`config.mk`:
```
export PLATFORM = sky130hd
export DESIGN_NAME = ndpf_ram
export DESIGN_NICKNAME = d
export VERILOG_FILES = /design/src/hdl/ndpf_ram.sv
export SDC_FILE = /design/constraint.sdc
export NUM_CORES = 1
export LEC_CHECK = 0
export BUFFER_PORTS_ARGS = -buffer_cell sky130_fd_sc_hd__buf_2
export CORE_ASPECT_RATIO = 0.7
export CORE_MARGIN = 4
export CORE_UTILIZATION = 55
export DETAILED_ROUTE_END_ITERATION = 6
export PLACE_DENSITY = 0.73
export SYNTH_ARGS = -nofsm -noshare
export SYNTH_HDL_FRONTEND = slang
export SYNTH_SLANG_ARGS = --single-unit
```
`constraint.sdc`:
```
create_clock -name clk -period 2.1 [get_ports clk]
set_input_delay 0.21 -clock clk [delete_from_list [all_inputs] [get_ports clk]]
set_output_delay 0.21 -clock clk [all_outputs]
set_load 0.05 [all_outputs]
```
`src/hdl/ndpf_ram.sv`:
```
// ndpf_ram: generic single write, single read ram with registered read
// no dependencies
module ndpf_ram #(
  parameter int unsigned WIDTH = 8,
  parameter int unsigned DEPTH = 16
) (
  input  logic clk,
  input  logic we,
  input  logic [$clog2(DEPTH)-1:0] waddr,
  input  logic [WIDTH-1:0] wdata,
  input  logic [$clog2(DEPTH)-1:0] raddr,
  output logic [WIDTH-1:0] rdata
);
  logic [WIDTH-1:0] mem [DEPTH];

  always_ff @(posedge clk) begin
    if (we) begin
      mem[waddr] <= wdata;
    end
    rdata <= mem[raddr];
  end
endmodule

```
==> out/metrics.yaml <==
cts:
  cts_made_buffers: 17
  path_clk_slew_ns: 0.06
  clock_sinks: 136
  cts_tree: "built"
  cts_buffer_depth: 2
  post_cts_buffers: 0
  hold_buffers: 0
  htreeDepth: 4
  cts-root-buf: "clkbuf_16"
  cts_resized: 0
  clk-insertion-delay-late_ns: 0.41
final_layout:
  nFillCells: 589
  seqCellArea_um2: 4000
  utilization_pct: 67.2
  area_growth_pct: 18.9
  design_area_um2: 6120
  layout.nets: 300
  antennaDiodeCount: 0
  drive_gt1_share_pct: 31.2
  multi_input_area_um2: 1060
floorplan:
  die_area_um2: 11000
  io_pins: 26
  core_um2: 9110
  die_h_um: 88.9
  placementRows: 29
  start_util_pct: 56.5
  fp.dieW_um: 124
power:
  powerDensity_nw_per_um2: 1050
  p_leak_nw: 2.09
  total_power_mw: 6.40
  max-vdd-ir-drop_uv: 629
drt:
  route.met3.wl_um: 400
  highest_layer: "met4"
  num_vias: 2399
  routed_wl_um: 9510
  firstDrtPassIters: 4
  avgViaCountPerCell: 5.73
  dr_wl_met2_um: 4590
  wl_per_cell_um: 22.7
  antenna_left: 0
  drt_iter0_markers: 246
  drt-met1-wl_um: 4370
  drc: 0
logic_synthesis:
  synthArstFlopShare_pct: 0
  synth_top_family_by_area: "multiplexers"
  syn_inst: 229
  synth_xor_area_share_pct: 0
  synthTopCellsByArea: "edfxtp_1 75%, mux4_2 7.9%, mux4_1 7.1%"
  synth.largest_area_cell: "edfxtp_1"
  syn_area_um2: 5150
  yosys_warnings: 0
  syn_area_per_cell_um2: 22.5
  synth-simple-area-share_pct: 3.18
  synthAdderAreaFrac_pct: 0
  yosys-mux-area-fraction_pct: 15.0
  synth_common_cells: "128 x edfxtp_1, 18 x mux4_2, 16 x a22oi_1, 14 x mux4_1, 13 x nor2_1"
  synth_top_area_share_pct: 74.7
  synth-edff-count: 128
  synth_compound_area_share_pct: 2.33
  yosysMostFrequentCell: "edfxtp_1"
  yosysUniqueCellTypes: 19
  synth-seq-cells: 136
  synth-seq-area-share_pct: 77.8
  ys.flop_type: "edfxtp_1"
  syn-num-nets: 247
sta:
  fin_ws_ns: 0.660
  period_needed_ns: 1.44
  tns_ns: 0
  max_freq_mhz: 694
  slew_viol_final: 0
  worst_pin_slew_ns: 0.681
  finalHoldViolCount: 0
  rsz0062_at_grt: "no"
  post-route-period-util_pct: 68.6
  relSlewSlack_pct: 54.5
  finalClockSkew_ns: 0.00608
  setup_violations: 0
placed_design:
  dpl.hpwl_um: 5570
  gp_congestion: 0.760
  post-place-ws_ns: 0.318
  numPortBuffers: 25
  place_area_um2: 5510
hold_path:
  hold_path_startpoint: "wdata[0]"
  min_to: "mem[4][0]"
  whs_path_depth: 1
  hold_class: "in -> reg"
critical_path:
  endpoint_kind: "flip-flop"
  crit_chain: "mux4_1, a22oi_1, nand2_1"
  r2r_cells: 3
  crit_path_max_incr_delay_ns: 0.54
  critPathLaunchType: "flip-flop"
  worstPathRequired_ns: 2.39
  cp_num_buf_inv: 0
  worstPathArrival_ns: 1.74
  critPathTopFamily: "multiplexers"
  crit_slowest_cell: "mux4_1"
  criticalPathCategory: "reg -> reg"
  crit_path_max_fanout: 1
  r2r-start: "mem[5][2]"
  r2r_slack_ns: 0.66
  r2r-end: "rdata[2]"
global_routing:
  gr-total-overflow: 0
  grt_usage_pct: 19.9
  grt_max_degree: 33
  antenna_found_initial: 0
  grt_first_pass_wirelength_um: 14700
  grt_pass1_vias: 2478
run:
  max_cap_violations: 0
run_status:
  status: "finished clean"
## state kept, by name (all words and copies together) (netlist names)
signal and flops:
mem 128, rdata 8
## per-stage QoR
step                      hold slack (ns)  std cells
final                               0.178        419
after global routing                0.176        419
after CTS                           0.159        419
after detailed placement            0.607        387
after global placement              0.597        387
after floorplan                     0.309        229
## final cells by class
type	count	area share (%)
flip-flops and latches	136	65.4
multi-input cells	83	17.3
clock buffers	18	7.01
repair buffers	44	4.78
clock inverters	14	2.96
well taps	124	2.54
## worst max path at each step
| stage | cells past startpoint | endpoint | from |
|---|---|---|---|
| global placement | 5 | rdata[2] | raddr[0] |
| global route | 3 | rdata[2] | mem[5][2] |
| detailed placement | 5 | rdata[2] | raddr[0] |
| finish | 3 | rdata[2] | mem[5][2] |
| CTS | 3 | rdata[2] | mem[5][2] |
| floorplan | 2 | mem[0][0] | waddr[2] |
## report_power, final
part	internal (mW)	switching (mW)	total [mW]
clock network	1.97	1.05	3.01
logic	0.122	0.216	0.339
registers	3.04	0.0161	3.05
## logic make-up (layout without fill, tap and decap cells)
group | Yosys count | count (layout)
DFF | 136 | 136
and+or+nand+nor | 35 | 35
muxes | 32 | 32
AOI/OAI and AO/OA | 16 | 16
buffers and inverters | 10 | 76
## cells in the final DEF (no fill, tap or decap), drive strengths merged
cell,instances
nor2b,1
nand2b,2
clkbuf,18
edfxtp,128
and2b,1
dfxtp,8
buf,44
nor3,4
nor2,13
clkinv,6
bufinv,4
clkinvlp,4
or3b,1
and2,1
mux4,32
a22oi,16
nand3,1
nand3b,2
nand2,9
## per-layer routing
metal / global-route usage, % / vias up
met4: 9.05 / 0
met1: 28.2 / 1248
met3: 5.12 / 14
met2: 29.7 / 54
met5: 0 / -
li1: - / 1083
Note: power is estimated with default switching activity, not from simulation.
